## src/rtl/core/itp_pkg.sv

```systemverilog
// Shared types, constants and helper functions for the infix-to-postfix converter.
package itp_pkg;

    // Operator stack geometry
    localparam int STACK_DEPTH = 32;
    localparam int SP_W        = $clog2(STACK_DEPTH);
    localparam logic [SP_W-1:0] SP_MAX = SP_W'(STACK_DEPTH - 1);

    // Command queue between front and back
    localparam int QUEUE_DEPTH = 2;
    localparam int QP_W        = (QUEUE_DEPTH > 1) ? $clog2(QUEUE_DEPTH) : 1;
    localparam int QC_W        = $clog2(QUEUE_DEPTH + 1);

    // ASCII characters of interest
    localparam logic [7:0] CH_A     = 8'h61;  // 'a'
    localparam logic [7:0] CH_Z     = 8'h7A;  // 'z'
    localparam logic [7:0] CH_PLUS  = 8'h2B;  // '+'
    localparam logic [7:0] CH_MINUS = 8'h2D;  // '-'
    localparam logic [7:0] CH_MUL   = 8'h2A;  // '*'
    localparam logic [7:0] CH_DIV   = 8'h2F;  // '/'
    localparam logic [7:0] CH_OPEN  = 8'h28;  // '('
    localparam logic [7:0] CH_CLOSE = 8'h29;  // ')'
    localparam logic [7:0] CH_NUL   = 8'h00;

    // Stack entry codes
    localparam logic [2:0] CODE_OPEN  = 3'd0;
    localparam logic [2:0] CODE_PLUS  = 3'd1;
    localparam logic [2:0] CODE_MINUS = 3'd2;
    localparam logic [2:0] CODE_MUL   = 3'd3;
    localparam logic [2:0] CODE_DIV   = 3'd4;

    // Error codes carried on the terminator
    localparam logic [1:0] ERR_NONE     = 2'd0;
    localparam logic [1:0] ERR_CLOSE    = 2'd1;
    localparam logic [1:0] ERR_OVERFLOW = 2'd2;
    localparam logic [1:0] ERR_OPEN     = 2'd3;

    typedef enum logic [2:0] {
        K_IGNORE,
        K_LETTER,
        K_OPEN,
        K_CLOSE,
        K_OPER
    } t_kind;

    // Classified request handed from front to back
    typedef struct packed {
        t_kind      kind;
        logic [2:0] code;
        logic [7:0] sym;
        logic       last;
    } t_cmd;

    // One result before the last-of-run flag is known
    typedef struct packed {
        logic [7:0] sym;
        logic       term;
        logic [1:0] err;
    } t_result;

    function automatic logic [1:0] rank_of(input logic [2:0] code);
        logic [1:0] r;
        case (code)
            CODE_PLUS, CODE_MINUS: r = 2'd1;
            CODE_MUL, CODE_DIV:    r = 2'd2;
            default:               r = 2'd0;
        endcase
        return r;
    endfunction

    function automatic logic [7:0] code_char(input logic [2:0] code);
        logic [7:0] c;
        case (code)
            CODE_OPEN:  c = CH_OPEN;
            CODE_PLUS:  c = CH_PLUS;
            CODE_MINUS: c = CH_MINUS;
            CODE_MUL:   c = CH_MUL;
            CODE_DIV:   c = CH_DIV;
            default:    c = CH_NUL;
        endcase
        return c;
    endfunction

endpackage

```

## src/rtl/core/itp_front.sv

```systemverilog
// Front end: takes input requests and classifies each character into a command.
module itp_front
    import itp_pkg::*;
(
    input  logic       i_valid,
    output logic       o_ready,
    input  logic [7:0] i_in_symbol,
    input  logic       i_end_of_expression,
    input  logic       i_queue_full,
    output logic       o_wr_en,
    output t_cmd       o_wr_cmd
);

    assign o_ready = !i_queue_full;
    assign o_wr_en = i_valid && !i_queue_full;

    always_comb begin
        o_wr_cmd.sym  = i_in_symbol;
        o_wr_cmd.last = i_end_of_expression;
        o_wr_cmd.code = CODE_OPEN;
        o_wr_cmd.kind = K_IGNORE;
        if (i_in_symbol >= CH_A && i_in_symbol <= CH_Z) begin
            o_wr_cmd.kind = K_LETTER;
        end else begin
            case (i_in_symbol)
                CH_OPEN: begin
                    o_wr_cmd.kind = K_OPEN;
                end
                CH_CLOSE: begin
                    o_wr_cmd.kind = K_CLOSE;
                end
                CH_PLUS: begin
                    o_wr_cmd.kind = K_OPER;
                    o_wr_cmd.code = CODE_PLUS;
                end
                CH_MINUS: begin
                    o_wr_cmd.kind = K_OPER;
                    o_wr_cmd.code = CODE_MINUS;
                end
                CH_MUL: begin
                    o_wr_cmd.kind = K_OPER;
                    o_wr_cmd.code = CODE_MUL;
                end
                CH_DIV: begin
                    o_wr_cmd.kind = K_OPER;
                    o_wr_cmd.code = CODE_DIV;
                end
                default: begin
                    o_wr_cmd.kind = K_IGNORE;
                end
            endcase
        end
    end

endmodule

```

## src/rtl/core/itp_queue.sv

```systemverilog
// Short command queue decoupling the front end from the stack sequencer.
module itp_queue
    import itp_pkg::*;
(
    input  logic i_clk,
    input  logic i_rst_n,
    input  logic i_wr_en,
    input  t_cmd i_wr_cmd,
    output logic o_full,
    output logic o_valid,
    output t_cmd o_cmd,
    input  logic i_rd_en
);

    t_cmd            r_mem [QUEUE_DEPTH];
    logic [QP_W-1:0] r_wr_ptr;
    logic [QP_W-1:0] r_rd_ptr;
    logic [QC_W-1:0] r_count;

    logic [QP_W-1:0] n_wr_ptr;
    logic [QP_W-1:0] n_rd_ptr;

    assign o_full  = (r_count == QC_W'(QUEUE_DEPTH));
    assign o_valid = (r_count != '0);
    assign o_cmd   = r_mem[r_rd_ptr];

    assign n_wr_ptr = (r_wr_ptr == QP_W'(QUEUE_DEPTH - 1)) ? '0 : r_wr_ptr + 1'b1;
    assign n_rd_ptr = (r_rd_ptr == QP_W'(QUEUE_DEPTH - 1)) ? '0 : r_rd_ptr + 1'b1;

    always_ff @(posedge i_clk) begin
        if (i_wr_en) begin
            r_mem[r_wr_ptr] <= i_wr_cmd;
        end
    end

    always_ff @(posedge i_clk) begin
        if (!i_rst_n) begin
            r_wr_ptr <= '0;
            r_rd_ptr <= '0;
            r_count  <= '0;
        end else begin
            if (i_wr_en) begin
                r_wr_ptr <= n_wr_ptr;
            end
            if (i_rd_en) begin
                r_rd_ptr <= n_rd_ptr;
            end
            case ({i_wr_en, i_rd_en})
                2'b10:   r_count <= r_count + 1'b1;
                2'b01:   r_count <= r_count - 1'b1;
                default: r_count <= r_count;
            endcase
        end
    end

endmodule

```

## src/rtl/core/itp_back.sv

```systemverilog
// Back end: operator stack sequencer with a hold stage and output register.
module itp_back
    import itp_pkg::*;
(
    input  logic       i_clk,
    input  logic       i_rst_n,
    input  logic       i_cmd_valid,
    input  t_cmd       i_cmd,
    output logic       o_cmd_pop,
    output logic       o_valid,
    input  logic       i_ready,
    output logic [7:0] o_out_symbol,
    output logic       o_is_terminator,
    output logic       o_last_of_run,
    output logic [1:0] o_error_code
);

    typedef enum logic [1:0] {
        ST_RUN,
        ST_FLUSH,
        ST_FIN
    } t_state;

    logic [2:0]      r_stack [STACK_DEPTH];
    t_state          r_state;
    t_state          n_state;
    logic [SP_W-1:0] r_sp;
    logic [SP_W-1:0] n_sp;
    logic [2:0]      r_top;
    logic [1:0]      r_err;
    logic            r_hold_valid;
    t_result         r_hold;
    logic            r_out_valid;
    t_result         r_out;
    logic            r_out_last;

    logic            top_live;
    logic            top_is_op;
    logic            out_free;
    logic            emit_en;
    t_result         emit_res;
    logic            fin_en;
    logic            pop_en;
    logic            push_en;
    logic [2:0]      push_code;
    logic            push_ok;
    logic            clear_en;
    logic            note_en;
    logic [1:0]      note_code;
    logic            cmd_done;
    logic            out_load;
    t_result         out_data;
    logic            out_last;
    logic            go;

    assign top_live  = (r_sp != '0);
    assign top_is_op = top_live && (r_top != CODE_OPEN);
    assign out_free  = !r_out_valid || i_ready;
    assign push_ok   = (r_sp != SP_MAX);

    // Work out what the current cycle wants to do
    always_comb begin
        n_state   = r_state;
        emit_en   = 1'b0;
        emit_res  = '{sym: code_char(r_top), term: 1'b0, err: ERR_NONE};
        fin_en    = 1'b0;
        pop_en    = 1'b0;
        push_en   = 1'b0;
        push_code = CODE_OPEN;
        clear_en  = 1'b0;
        note_en   = 1'b0;
        note_code = ERR_NONE;
        cmd_done  = 1'b0;
        case (r_state)
            ST_RUN: begin
                if (i_cmd_valid) begin
                    case (i_cmd.kind)
                        K_LETTER: begin
                            emit_en      = 1'b1;
                            emit_res.sym = i_cmd.sym;
                            cmd_done     = 1'b1;
                        end
                        K_OPEN: begin
                            push_en   = 1'b1;
                            push_code = CODE_OPEN;
                            cmd_done  = 1'b1;
                        end
                        K_OPER: begin
                            if (top_live && rank_of(r_top) >= rank_of(i_cmd.code)) begin
                                emit_en = 1'b1;
                                pop_en  = 1'b1;
                            end else begin
                                push_en   = 1'b1;
                                push_code = i_cmd.code;
                                cmd_done  = 1'b1;
                            end
                        end
                        K_CLOSE: begin
                            if (top_is_op) begin
                                emit_en = 1'b1;
                                pop_en  = 1'b1;
                            end else begin
                                // matching open dropped; sentinel reached means unmatched
                                if (top_live) begin
                                    pop_en = 1'b1;
                                end else begin
                                    note_en   = 1'b1;
                                    note_code = ERR_CLOSE;
                                end
                                cmd_done = 1'b1;
                            end
                        end
                        default: begin
                            cmd_done = 1'b1;
                        end
                    endcase
                    if (cmd_done) begin
                        if (i_cmd.last) begin
                            n_state = ST_FLUSH;
                        end else begin
                            fin_en = 1'b1;
                        end
                    end
                end
            end
            ST_FLUSH: begin
                if (top_is_op) begin
                    emit_en = 1'b1;
                    pop_en  = 1'b1;
                end else begin
                    emit_en       = 1'b1;
                    emit_res.sym  = CH_NUL;
                    emit_res.term = 1'b1;
                    if (r_err != ERR_NONE) begin
                        emit_res.err = r_err;
                    end else if (top_live) begin
                        emit_res.err = ERR_OPEN;
                    end else begin
                        emit_res.err = ERR_NONE;
                    end
                    clear_en = 1'b1;
                    n_state  = ST_FIN;
                end
            end
            ST_FIN: begin
                fin_en  = 1'b1;
                n_state = ST_RUN;
            end
            default: begin
                n_state = ST_RUN;
            end
        endcase
    end

    // Routing into the output register; emit+finish together only with an empty hold
    always_comb begin
        out_load = 1'b0;
        out_data = r_hold;
        out_last = 1'b0;
        if (emit_en && fin_en) begin
            out_load = 1'b1;
            out_data = emit_res;
            out_last = 1'b1;
        end else if (emit_en) begin
            out_load = r_hold_valid;
        end else if (fin_en) begin
            out_load = r_hold_valid;
            out_last = 1'b1;
        end
    end

    assign go        = !out_load || out_free;
    assign o_cmd_pop = go && fin_en;

    always_comb begin
        n_sp = r_sp;
        if (clear_en) begin
            n_sp = '0;
        end else if (pop_en) begin
            n_sp = r_sp - 1'b1;
        end else if (push_en && push_ok) begin
            n_sp = r_sp + 1'b1;
        end
    end

    // Stack memory; r_top tracks the entry at the stack pointer
    always_ff @(posedge i_clk) begin
        if (go && push_en && push_ok) begin
            r_stack[n_sp] <= push_code;
            r_top         <= push_code;
        end else if (go) begin
            r_top <= r_stack[n_sp];
        end
    end

    always_ff @(posedge i_clk) begin
        if (!i_rst_n) begin
            r_state      <= ST_RUN;
            r_sp         <= '0;
            r_err        <= ERR_NONE;
            r_hold_valid <= 1'b0;
            r_out_valid  <= 1'b0;
        end else begin
            if (go) begin
                r_state <= n_state;
                r_sp    <= n_sp;
                if (clear_en) begin
                    r_err <= ERR_NONE;
                end else if (r_err == ERR_NONE) begin
                    if (note_en) begin
                        r_err <= note_code;
                    end else if (push_en && !push_ok) begin
                        r_err <= ERR_OVERFLOW;
                    end
                end
                if (emit_en && !fin_en) begin
                    r_hold_valid <= 1'b1;
                end else if (fin_en) begin
                    r_hold_valid <= 1'b0;
                end
            end
            if (go && out_load) begin
                r_out_valid <= 1'b1;
            end else if (i_ready) begin
                r_out_valid <= 1'b0;
            end
        end
    end

    always_ff @(posedge i_clk) begin
        if (go && emit_en && !fin_en) begin
            r_hold <= emit_res;
        end
        if (go && out_load) begin
            r_out      <= out_data;
            r_out_last <= out_last;
        end
    end

    assign o_valid         = r_out_valid;
    assign o_out_symbol    = r_out.sym;
    assign o_is_terminator = r_out.term;
    assign o_last_of_run   = r_out_last;
    assign o_error_code    = r_out.err;

`ifndef SYNTHESIS
    a_fin_holds_term : assert property (@(posedge i_clk) disable iff (!i_rst_n)
        r_state == ST_FIN |-> r_hold_valid && r_hold.term)
        else $error("terminator not held on entry to finish state");

    a_fin_stack_clear : assert property (@(posedge i_clk) disable iff (!i_rst_n)
        r_state == ST_FIN |-> r_sp == '0 && r_err == ERR_NONE)
        else $error("stack or error not cleared after terminator");

    a_pair_needs_empty_hold : assert property (@(posedge i_clk) disable iff (!i_rst_n)
        emit_en && fin_en |-> !r_hold_valid)
        else $error("direct emit while a result is held");

    a_pop_has_cmd : assert property (@(posedge i_clk) disable iff (!i_rst_n)
        o_cmd_pop |-> i_cmd_valid || r_state == ST_FIN)
        else $error("command popped from empty queue");

    a_no_pop_at_sentinel : assert property (@(posedge i_clk) disable iff (!i_rst_n)
        pop_en |-> r_sp != '0)
        else $error("pop below sentinel");
`endif

endmodule

```

## src/rtl/core/infix_to_postfix_converter.sv

```systemverilog
// Top level of the shunting-yard infix-to-postfix converter.
// A letter request is written into the queue, then the sequencer loads it into the
// output register; each popped operator takes a sequencer step of its own.
// Throughput: one request per cycle when nothing is popped and the consumer is ready;
// else one stack operation per sequencer cycle; expression end adds flush and finish.
// Reset: synchronous, active low; clears queue, stack pointer, sticky error and valids.
module infix_to_postfix_converter
    import itp_pkg::*;
(
    input  logic       i_clk,
    input  logic       i_rst_n,
    input  logic       i_valid,
    output logic       o_ready,
    input  logic [7:0] i_in_symbol,
    input  logic       i_end_of_expression,
    output logic       o_valid,
    input  logic       i_ready,
    output logic [7:0] o_out_symbol,
    output logic       o_is_terminator,
    output logic       o_last_of_run,
    output logic [1:0] o_error_code
);

    // Front -> queue
    logic q_wr_en;
    t_cmd q_wr_cmd;
    logic q_full;

    // Queue -> back
    logic q_valid;
    t_cmd q_cmd;
    logic q_pop;

    // Front end classifies each character request as it is accepted.
    itp_front u_front (
        .i_valid             (i_valid),
        .o_ready             (o_ready),
        .i_in_symbol         (i_in_symbol),
        .i_end_of_expression (i_end_of_expression),
        .i_queue_full        (q_full),
        .o_wr_en             (q_wr_en),
        .o_wr_cmd            (q_wr_cmd)
    );

    // Short queue lets the front keep taking requests while the back pops operators.
    itp_queue u_queue (
        .i_clk    (i_clk),
        .i_rst_n  (i_rst_n),
        .i_wr_en  (q_wr_en),
        .i_wr_cmd (q_wr_cmd),
        .o_full   (q_full),
        .o_valid  (q_valid),
        .o_cmd    (q_cmd),
        .i_rd_en  (q_pop)
    );

    // Back end runs the stack; a hold stage marks the last result of each request,
    // and the output register decouples it from the consumer.
    itp_back u_back (
        .i_clk           (i_clk),
        .i_rst_n         (i_rst_n),
        .i_cmd_valid     (q_valid),
        .i_cmd           (q_cmd),
        .o_cmd_pop       (q_pop),
        .o_valid         (o_valid),
        .i_ready         (i_ready),
        .o_out_symbol    (o_out_symbol),
        .o_is_terminator (o_is_terminator),
        .o_last_of_run   (o_last_of_run),
        .o_error_code    (o_error_code)
    );

endmodule

```

## config.mk

```make
export PLATFORM = sky130hd
export DESIGN_NAME = infix_to_postfix_converter
export DESIGN_NICKNAME = d
export VERILOG_FILES = /design/src/rtl/core/itp_pkg.sv /design/src/rtl/core/itp_front.sv /design/src/rtl/core/itp_queue.sv /design/src/rtl/core/itp_back.sv /design/src/rtl/core/infix_to_postfix_converter.sv
export SDC_FILE = /design/constraint.sdc
export NUM_CORES = 1
export LEC_CHECK = 0
export BUFFER_PORTS_ARGS = -buffer_cell sky130_fd_sc_hd__buf_2
export CAP_MARGIN = 0
export CORE_ASPECT_RATIO = 0.75
export CORE_UTILIZATION = 51
export CTS_CLUSTER_SIZE = 16
export DETAILED_ROUTE_END_ITERATION = 10
export PLACE_DENSITY = 0.68
export SETUP_SLACK_MARGIN = 0.4
export SYNTH_ARGS = -nofsm -noshare
export SYNTH_HDL_FRONTEND = slang
export SYNTH_SLANG_ARGS = --single-unit
```

## constraint.sdc

```tcl
create_clock -name i_clk -period 5.7 [get_ports i_clk]
set_input_delay 0.285 -clock i_clk [delete_from_list [all_inputs] [get_ports i_clk]]
set_output_delay 0.285 -clock i_clk [all_outputs]
set_load 0.1 [all_outputs]
```

# After elaboration in Yosys (flattened, before gate mapping)
# Memories as Yosys holds them, arrays and structs flattened. A register that Yosys moved wholly into a read port is not among the register bits.
# Index checks and enable logic that the tools add are counted.
# classes
magnitude_cmp,3
addsub,6
n_reduce_logical,42
n_eq_ne,28
n_mux,88
# op_table
operator,count
$eq 8x6->1 const B,6
$mux 2,20
$mux 1,39
$pmux 6 s5,1
$mux 3,7
$eq 3x2->1 const B,6
$mux 8,2
$pmux 2 s2,4
$pmux 8 s2,1
$mux 5,3
$logic_and 1x1->1,14
$reduce_bool 2->1,7
$pmux 1 s2,6
$pmux 3 s4,1
$mux 11,1
$eq 3x1->1 const B,3
$eq 3x3->1 const B,3
$mux 9,1
$pmux 3 s3,1
$ge 8x7->1 const B,1
$le 8x7->1 const B,1
$reduce_or 2->1,4
$eq 2x2->1 const B,3
$ne 2x2->1 const B,3
20 further kinds,29
# word_totals
word_cells,184
in_bits,13
output_inout_bits,14
regBits,38
ramBits,126
mem_count,2
# memory_table
memory,words,word_bits,rd,rd_clocked_by_memory_dff,write_ports,line,rtl
u_back.r_stack,32,3,1,1,1,itp_back.sv:24,logic [2:0] r_stack [STACK_DEPTH];
u_queue.r_mem,2,15,1,1,1,itp_queue.sv:15,t_cmd r_mem [QUEUE_DEPTH];

# Longest topological paths before layout
# Gate-level depths: netlist of run 1.
# depth
depth_word,24
ltp_mapped,18
ltp_nobuf,18

# Modules after synthesis
# From an unflattened synthesis of run 1, not the netlist that was laid out.
# hier_totals
hier_cells,611
hier_area_um2,7671.1
# modules_own_cells
mod,instances,cells_per_inst,area_per_inst_um2
itp_back,1,510,6182.2
itp_queue,1,69,1298.7
itp_front,1,32,190.2

# Worst setup path before layout of run 1
# OpenSTA, ideal clock, no wires.
# synth_path
path_type,flip-flop to flip-flop
from,reg with a tool-made name
to,"reg u_back.r_hold[0] (netlist bit), enable pin"
period_less_slack_ps,4059
path_stages_with_launch,16
arrival_ps,3651
setup_time_ps,408
setup_slack_ps,1641
n_path_buf,3
cell_sequence,dfxtp_1 buf_2 buf_1 nand2_1 o31ai_1 ha_1 nand2b_1 a21oi_1 o22ai_1 nand2_1 and3_1 o21ai_0 o211ai_1 nor2_1 clkbuf_1 nor4_1
# synth_rtl
element,line,rtl
end signal: assignment,itp_back.sv:232,r_hold <= emit_res;
end: declaration,itp_back.sv:32,t_result r_hold;

==> results of run 1 <==
-- worst reg2reg max path, delay by kind of cell (launching register included) --
family	cells	cell delay [ns]
adder cells (fa/ha/maj)	1	0.27
AO/OA/AOI/OAI	6	2.10
flip-flops	1	0.45
AND/OR/NAND/NOR	5	1.32
XOR/XNOR	1	0.16
-- area by class of cell --
| class | instances | area, um^2 |
|---|---|---|
| fillers | 1074 | 5620 |
| flip-flops and latches | 168 | 4880 |
| multi-input cells | 366 | 2280 |
| clock buffers | 17 | 425 |
| well taps | 175 | 219 |
| repair buffers | 36 | 205 |
| clock inverters | 14 | 171 |
| inverters | 9 | 33.8 |
-- synthesized netlist by cell type, drive strengths merged, types with 8 or more instances --
cell type  number
inv             8
a22oi          35
a221oi          8
a21oi          35
dfxtp          16
clkbuf         13
buf            10
edfxtp        152
nand3          10
nor2           73
and2            9
nand2          53
mux2i          14
o21ai          15
-- cell families (layout without fill, tap and decap cells) --
kind of cell               count (synthesis)  count (layout)  synth area share (%)
and+or+nand+nor                          191             191                  12.1
DFF                                      168             168                  67.0
AOI/OAI and AO/OA                        141             141                  14.0
buffers and inverters                     32              76                  1.95
muxes                                     20              20                  2.95
xor gates and xnor gates                   8               8                 0.960
adders and majority gates                  6               6                  1.03
-- registers in the layout, summed over array words and instances, names as in the netlist, 2 cells and up, named ones only --
name,cells
u_back.o_out_symbol,8
u_back.r_err,2
u_back.r_hold,11
u_back.r_top,3
u_queue.r_count,2
u_back.r_state,2
u_back.o_error_code,2
u_back.r_stack,96
u_queue.r_mem,30
u_back.r_sp,5
-- stage by stage --
| step | total power [mW] | setup WS (ns) | instances |
|---|---|---|---|
| 2_1_floorplan | 2.51 | 1.64 | 566 |
| 3_3_place_gp | 2.78 | 1.21 | 754 |
| 3_5_place_dp | 2.81 | 1.11 | 754 |
| 4_1_cts | 3.98 | 1.10 | 785 |
| 5_1_grt | 4.17 | 0.797 | 785 |
| 6_report | 3.98 | 1.07 | 785 |
-- layer usage --
metal,share of wire (%),GRT usage (%),vias up
met5,0,0,-
met4,1.4,7.30,0
met3,7.0,6.13,22
met2,43,31.5,192
met1,49,35.4,2345
li1,-,-,2226
-- power by group through the flow --
stage	combinational, mW	clock [mW]	sequential (mW)
2_1_floorplan	0.845	0	1.67
3_3_place_gp	1.16	0	1.62
3_5_place_dp	1.18	0	1.63
4_1_cts	1.19	1.18	1.61
5_1_grt	1.31	1.24	1.62
6_report	1.20	1.17	1.61
-- worst paths after layout --
kind	from	to	slack [ns]	cells after the start
setup reg to reg	u_queue.r_mem[1][9]	u_back.r_stack[31][0]	1.07	13
setup / recovery	u_queue.r_mem[1][9]	u_back.r_stack[31][0]	1.07	13
hold / removal	i_end_of_expression	u_queue.r_mem[0][0]	0.05	1
hold reg to reg	u_back.r_hold[1]	u_back.o_error_code[1]	0.52	1
==> impl_results.md, run 1 <==
* Flop pwr share at 40.4%
* Die width at 140 um
* Total CTS buffers at 17
* Dominant cell type by area after synthesis: edfxtp_1
* Commonest non-fill, non-tap cell in the layout: edfxtp_1
* Antenna violations before repair at 0
* Syn nets at 585
* Antenna fix cells at 0
* Share of the synthesized area in the top cell type at 62.6%
* Aggregate global-route resource usage at 23.0%
* FP Rows at 37
* Final worst-path cycle share at 81.2%
* Post-DP Area at 0.00762 mm^2
* Commonest non-fill, non-tap cells in the layout: edfxtp_1, nor2_1, nand2_1, a22oi_1, a21oi_1
* Total of max-cap violations at 0
* Post-Synthesis Cells at 566
* CP max FO at 25
* PwrDens at 484 mW/mm^2
* Routed WL at 15.9 mm
* Nature of the critical path endpoint: register
* Ys flop type: edfxtp_1
* Post-route ant nets at 0
* Worst path cell trace: xnor2_1 > nor2_1 > nand2_1 > o31ai_1 > ha_1 > nand2b_1 > a21o_1 > a211o_1 > a21oi_4 > a21oi_1 > o22ai_2 > nand2_1 > nor2_1
* First-pass GRT wire length at 25.1 mm
* Vias in the first global route at 4510
* Asr flop ratio synth at 0%
* DRC at 0
* Final core occ at 59.4%
* Main area contributors after synthesis: edfxtp_1, dfxtp_1, nor2_1
* Max-slew violation count at 0
* Htree depth at 4
* Req. time, crit path at 5.80 ns
* Slowest cell on crit path: o22ai_2
* Final setup fails at 0
* Post-cts gate resize count at 0
* TNS Setup at 0 ns
* Post-synthesis register bit count at 168
* Unrepaired setup endpoints after global routing: false
* CTS clk-pin slew, worst paths at 0.07 ns
* Comb pwr share at 30.2%
* Startpoint types: register
* Core box area at 0.0138 mm^2
* Tmin final at 4.63 ns
* Worst Tran Pin Value at 1.21 ns
* Worst Hold Class: input pin to register
* CP Buf/Inv Count at 0
* DIE AREA at 0.0148 mm^2
* Worst skew pair latency at 0.43 ns
* Vias per cell at 6.10
* Hold buffer count at cts at 0
* Avg WL per Cell at 20.2 um
* Critical path's top delay family: compound AO/OA/AOI/OAI gates
* Via Count at 4785
* Yosys warns at 0
* Number of flops mapped to enable cells by yosys at 152
* Clock power share at 29.4%
* Min Hold Slack at 0.0464 ns
* Max-slew headroom at 19.0%
* 1st-pass router iterations at 6
* Post-route cell area at 0.00822 mm^2
* Clock tree buffer depth at 2
* Net Sw Frac at 34.2%
* Initial Util at 52.7%
* TritonCTS clock tree: done
* Max Freq at 0.216 GHz
* Clock sink count at 168
* Critical Path Max Stage Delay at 0.97 ns
* Endpoints failing hold at 0
* Syn avg cell area at 12.9 um^2
* Crit path kind: register to register
* Post-DP HPWL at 10.5 mm
* Post-synth cell types at 64
* Pin count of the biggest net entering global routing at 34
* CP arrival at 4.72 ns
* Boundary Pins at 27
* Share of cells above drive strength 1 at 14.1%
* Int Pwr at 2.62 mW
* Status: complete, no violations
* Static leakage at 2.85 nW
* Gp weighted congestion at 0.835
* Die Y-Extent at 106 um
* Final Net Count at 617
* Peak VDD IR at 0.241 mV
* Postcts setup bufs at 0
* Clk_skew at 0.00774 ns
* DR iter-0 viols at 491
* Area grow syn2layout at 12.7%
* Register area share after synthesis at 67.0%
* GRT overflow at 0
* Net Switching at 1.36 mW
* Input/output buffers at 26
* Post-Syn Area at 0.00730 mm^2
* Clk Tree Root Cell: clkbuf_16
No activity file was read; power rests on OpenSTA's default activity.
==> run 2: changes to the inputs <==
--- a/config.mk
+++ b/config.mk
@@ -11,7 +11,7 @@
 export CORE_UTILIZATION = 51
 export CTS_CLUSTER_SIZE = 16
 export DETAILED_ROUTE_END_ITERATION = 10
-export PLACE_DENSITY = 0.68
+export PLACE_DENSITY = 0.7
 export SETUP_SLACK_MARGIN = 0.4
 export SYNTH_ARGS = -nofsm -noshare
 export SYNTH_HDL_FRONTEND = slang
==> constraint.sdc (replaced) <==
create_clock -name i_clk -period 4 [get_ports i_clk]
set_input_delay 0.2 -clock i_clk [delete_from_list [all_inputs] [get_ports i_clk]]
set_output_delay 0.2 -clock i_clk [all_outputs]
set_load 0.1 [all_outputs]
==> run 2 against run 1 <==
- utilization up 9.1 points
- highest routed layer unchanged
- flip-flop and latch count unchanged
- total power increased by 62%
- critical endpoint is now u_back.r_top[1]
- register-to-register slack got worse by 1.0 ns
- largest cell class unchanged
- die area stayed put
- hold slack better by 0.0065 ns
- sequential share of layout area is 7.9 points lower
- clock skew up 0.0017 ns
- worst setup slack worse by 1.0 ns
- clock power rose by 41%
- via count up 11%
- critical path depth up 3
==> impl_results.md, run 2 (synthesis results as in run 1) <==
* Status: complete, no violations
* Area grow syn2layout at 29.9%
* Max reg flops at 96
* Max-slew headroom at 46.6%
* Tmin final at 3.96 ns
* Hold path start: i_in_symbol[1]
* DR iter-0 viols at 646
* Req. time, crit path at 4.16 ns
* R2R Setup Slk at 0.04 ns
* CP max FO at 8
* Largest regs: u_back.r_stack (96), u_queue.r_mem (30), u_back.r_hold (11)
* Crit path kind: register to register
* Die Y-Extent at 106 um
* TritonCTS clock tree: done
* Critical Path Max Stage Delay at 0.46 ns
* Aggregate global-route resource usage at 25.3%
* GRT overflow at 0
* Total of max-cap violations at 0
* Post-DP HPWL at 11.3 mm
* Clock tree buffer depth at 2
* Commonest non-fill, non-tap cells in the layout: edfxtp_1, buf_4, nand2_1, nor2_1, nor2_4
* Boundary Pins at 27
* Vias in the first global route at 5027
* Largest reg by FF count: u_back.r_stack
* Vias per cell at 6.20
* Post-route ant nets at 0
* DRC at 0
* Nature of the critical path endpoint: register
* Total CTS buffers at 17
* Clock sink count at 168
* FF-to-FF Start: u_back.r_top[1]
* Critical path's top delay family: compound AO/OA/AOI/OAI gates
* CP Buf/Inv Count at 2
* Pin count of the biggest net entering global routing at 34
* FP Rows at 37
* Max-slew violation count at 0
* Final non-filler cell total at 860
* WP depth at 16
* Core box area at 0.0138 mm^2
* R2R cell count at 16
* Hold endpoint: u_queue.r_mem[0][2]
* Avg WL per Cell at 22.0 um
* Gp weighted congestion at 0.893
* Antenna fix cells at 0
* Startpoint types: register
* Max Freq at 0.252 GHz
* Via Count at 5329
* Final core occ at 68.5%
* Initial Util at 52.7%
* Unrepaired setup endpoints after global routing: true
* Hold Path Depth at 1
* Final setup fails at 0
* DIE AREA at 0.0148 mm^2
* Endpoints failing hold at 0
* CP startpoint: u_back.r_top[1]
* CP arrival at 4.12 ns
* Total power at 6.45 mW
* Placed cells at 785
* Worst path cell trace: buf_4 > xor2_1 > nand2_1 > ha_1 > nand2b_4 > a21o_1 > a211o_4 > a21o_4 > a41oi_4 > buf_4 > o21ai_2 > a221o_1 > a221oi_2 > a21oi_1 > a21oi_1 > o32ai_1
* Worst Tran Pin Value at 0.798 ns
* Antenna violations before repair at 0
* Clk_skew at 0.00942 ns
* Routed WL at 18.9 mm
* Worst Hold Class: input pin to register
* Share of cells above drive strength 1 at 34.2%
* Post-route cell area at 0.00948 mm^2
* Commonest non-fill, non-tap cell in the layout: edfxtp_1
* Clk Tree Root Cell: clkbuf_16
* Htree depth at 4
* Peak VDD IR at 0.353 mV
* Slowest cell on crit path: edfxtp_1
* Final worst-path cycle share at 99.1%
* TNS Setup at 0 ns
* PwrDens at 680 mW/mm^2
* Worst skew pair latency at 0.43 ns
* Setup WS pre-CTS at 0.0908 ns
* Min Hold Slack at 0.0530 ns
* First-pass GRT wire length at 27.6 mm
* # fillers at 925
* Final Net Count at 691
* Final WS setup at 0.0375 ns
* 1st-pass router iterations at 6
* Die width at 140 um
* Post-DP Area at 0.00788 mm^2
* Input/output buffers at 26
* CTS clk-pin slew, worst paths at 0.07 ns
* Reg2reg end: u_back.r_top[1]
* Static leakage at 3.30 nW
-- run 2: cell count changes in the layout (fill, tap and decap cells not counted), moves of 6 or more --
cell	change
buf_4	+57
nor2_1	-32
nor2_4	+31
a21oi_1	-7
a21oi_2	+7
a22oi_1	-7
a22oi_2	+7
buf_6	+7
nand2_1	-7
dlygate4sd3_1	+6
-- run 2: worst max-delay path by stage --
stage | end | slack, ns
after floorplan | u_back.r_top[0] | 0.40
after global placement | u_back.r_stack[17][0] | 0.16
after detailed placement | u_back.r_top[0] | 0.09
after CTS | u_back.r_top[0] | 0.25
after global routing | u_back.r_top[1] | -0.04
final | u_back.r_top[1] | 0.04
-- run 2: repair_timing --
| action | CTS | global route |
|---|---|---|
| setup endpoints to repair | 100 | 101 |
| hold endpoints to repair | 10 | 2 |
| buffers inserted | 18 | 17 |
| hold buffers | 5 | 1 |
| resized for setup | 60 | 79 |
| pin swaps | 21 | 18 |
| cloned | 2 | 0 |
-- run 2: area by class of cell --
class	count	area (um^2)	share of cell area [%]
Clock buffer	20	457	4.82
Clock inverter	12	141	1.49
Inverter	9	33.8	0.356
Multi-Input combinational cell	367	2900	30.6
Sequential cell	168	4880	51.5
Tap cell	175	219	2.31
Timing Repair Buffer	109	845	8.91
-- run 2: routing by layer --
| metal | vias to the layer above | part of all wire, % | global-route usage, % | wire length (um) |
|---|---|---|---|---|
| li1 | 2394 | - | - | - |
| met1 | 2650 | 46 | 37.7 | 8620 |
| met2 | 257 | 45 | 35.5 | 8450 |
| met3 | 28 | 7.9 | 7.72 | 1490 |
| met4 | 0 | 1.7 | 7.54 | 327 |
| met5 | - | 0 | 0 | 0 |
-- run 2: power by group --
| part | internal, mW | switching (mW) |
|---|---|---|
| Combinational | 1.02 | 1.49 |
| Sequential | 2.16 | 0.117 |
| Clock | 0.963 | 0.692 |
| Total | 4.15 | 2.30 |
==> run 3: changes to the inputs <==
--- a/config.mk
+++ b/config.mk
@@ -5,9 +5,11 @@
 export SDC_FILE = /design/constraint.sdc
 export NUM_CORES = 1
 export LEC_CHECK = 0
+export ABC_CLOCK_PERIOD_IN_PS = 4000
 export BUFFER_PORTS_ARGS = -buffer_cell sky130_fd_sc_hd__buf_2
 export CAP_MARGIN = 0
 export CORE_ASPECT_RATIO = 0.75
+export CORE_MARGIN = 3
 export CORE_UTILIZATION = 51
 export CTS_CLUSTER_SIZE = 16
 export DETAILED_ROUTE_END_ITERATION = 10
==> run 3 against run 2 <==
- flip-flop and latch count stayed put
- register-to-register slack better by 0.05 ns
- sequential share of layout area is 0.78 points higher
- global-route usage is 3.3 points lower
- maximum frequency is 1.3% higher
- clock skew is 0.0012 ns higher
- combinational power is 4% lower
- non-clock buffer count is 2 lower
- design area is 1.5% lower
- clock power hardly changed
- critical path depth is 1 higher
- worst setup slack better by 0.051 ns
==> impl_results.md, run 3 (synthesis results as in run 1) <==
* GRT overflow at 0
* PwrDens at 677 mW/mm^2
* Boundary Pins at 27
* Area grow syn2layout at 28.0%
* Core box area at 0.0138 mm^2
* Met1 global-route usage at 32.8%
* Die Y-Extent at 110 um
* Final core occ at 67.5%
* Clock tree buffer depth at 2
* Startpoint types: register
* DIE AREA at 0.0158 mm^2
* Crit path kind: register to register
* Aggregate global-route resource usage at 22.1%
* Final Net Count at 688
* Routed WL at 17.6 mm
* Worst Tran Pin Value at 0.697 ns
* Largest regs: u_back.r_stack (96), u_queue.r_mem (30), u_back.r_hold (11)
* Initial Util at 52.7%
* Worst skew pair latency at 0.44 ns
* Htree depth at 4
* Total of max-cap violations at 0
* Antenna fix cells at 0
* Worst Hold Class: input pin to register
* Post-route ant nets at 0
* Peak VDD IR at 0.399 mV
* Post-DP HPWL at 11.3 mm
* Vias in the first global route at 4840
* Status: complete, no violations
* Clock sink count at 168
* Clk_skew at 0.0106 ns
* Met3 Track Usage GR at 6.65%
* Via Count at 5243
* Max-slew violation count at 0
* Total CTS buffers at 17
* Static leakage at 3.27 nW
* Busiest grt layer: met1
* Final WS setup at 0.0881 ns
* Largest reg by FF count: u_back.r_stack
* Commonest non-fill, non-tap cells in the layout: edfxtp_1, buf_4, nand2_1, nor2_1, a22oi_1
* Tmin final at 3.91 ns
* 1st-pass router iterations at 6
* Input/output buffers at 26
* DR iter-0 viols at 502
* Commonest non-fill, non-tap cell in the layout: edfxtp_1
* Clk Tree Root Cell: clkbuf_16
* CTS clk-pin slew, worst paths at 0.07 ns
* Nature of the critical path endpoint: register
* Unrepaired setup endpoints after global routing: true
* Antenna violations before repair at 0
* Req. time, crit path at 4.18 ns
* Max Freq at 0.256 GHz
* Die width at 144 um
* Met2 GRT Util at 30.8%
* Final setup fails at 0
* Endpoints failing hold at 0
* First-pass GRT wire length at 26.1 mm
* Setup WS pre-CTS at -0.0370 ns
* DRC at 0
* TritonCTS clock tree: done
* Final worst-path cycle share at 97.8%
* Gp weighted congestion at 0.882
* CP arrival at 4.10 ns
* CP max FO at 8
* Vias per cell at 6.12
* Max-slew headroom at 53.5%
* Max reg flops at 96
* Share of cells above drive strength 1 at 33.7%
* Pin count of the biggest net entering global routing at 34
* FP Rows at 37
* Avg WL per Cell at 20.5 um
==> run 3: changes by cell type in the layout (fill, tap and decap cells not counted), moves of 4 or more <==
cell,before,now
a22oi_1,27,31
a22oi_2,8,4
buf_4,67,61
buf_6,7,11
clkinv_4,5,1
clkinvlp_4,0,4
nor2_2,1,13
nor2_4,31,20
==> run 3: what timing repair did <==
action	CTS	global route
pin swaps	10	24
buffers inserted	11	16
setup endpoints to repair	108	117
hold buffers	6	0
endpoints found under the hold margin	12	0
resized for setup	59	67
gates cloned	0	1
==> run 3: path summary, 6_finish.rpt <==
kind                       start                      to  slack, ns  cells after the start
max          u_queue.r_mem[1][9]         u_back.r_top[0]       0.09                     17
min reg2reg     u_back.r_hold[9]  u_back.o_out_symbol[6]       0.52                      2
max reg2reg  u_queue.r_mem[1][9]         u_back.r_top[0]       0.09                     17
min               i_in_symbol[1]     u_queue.r_mem[0][2]       0.03                      1
==> run 3: worst max-delay path, cell delays in order, from the launching register on <==
cell and delay (ns):
edfxtp_1 0.43, buf_4 0.14, buf_4 0.10, nand2_1 0.05
o211ai_1 0.15, o21ai_1 0.10, ha_1 0.33, a21oi_2 0.08
or4_4 0.53, and2_4 0.21, a41oi_4 0.23, o21ai_4 0.13
buf_6 0.16, a22oi_1 0.20, a21oi_2 0.10, a211o_1 0.27
a2111oi_4 0.35, a21oi_1 0.10
==> run 3: final cells by class <==
type	instances	area, um^2
clock buffers	17	425
clock inverters	15	161
fillers	912	4500
inverters	9	33.8
multi-input cells	366	2790
flip-flops and latches	168	4880
well taps	175	219
repair buffers	107	820
==> run 3: metrics by stage <==
stage	area [um^2]	power [mW]	cells	setup TNS, ns	hold WS (ns)
final	9340	6.32	857	0	0.0333
after global placement	7920	4.13	791	0	0.397
after floorplan	7320	3.61	566	0	0.299
after detailed placement	7920	4.18	791	-0.0370	0.407
after CTS	8860	5.99	840	0	0.0214
after global routing	9340	6.60	857	-0.145	0.0256
==> run 3: where the power goes <==
group	leakage (nW)	internal [mW]	switching [mW]
sequential	1.60	2.16	0.118
combinational	1.40	1.01	1.42
clock	0.277	0.882	0.734
total	3.27	4.05	2.27
==> run 3: routing by layer <==
metal | wire [um] | up-vias
li1 | - | 2393
met1 | 8130 | 2556
met2 | 7620 | 262
met3 | 1470 | 32
met4 | 329 | 0
met5 | 0 | -
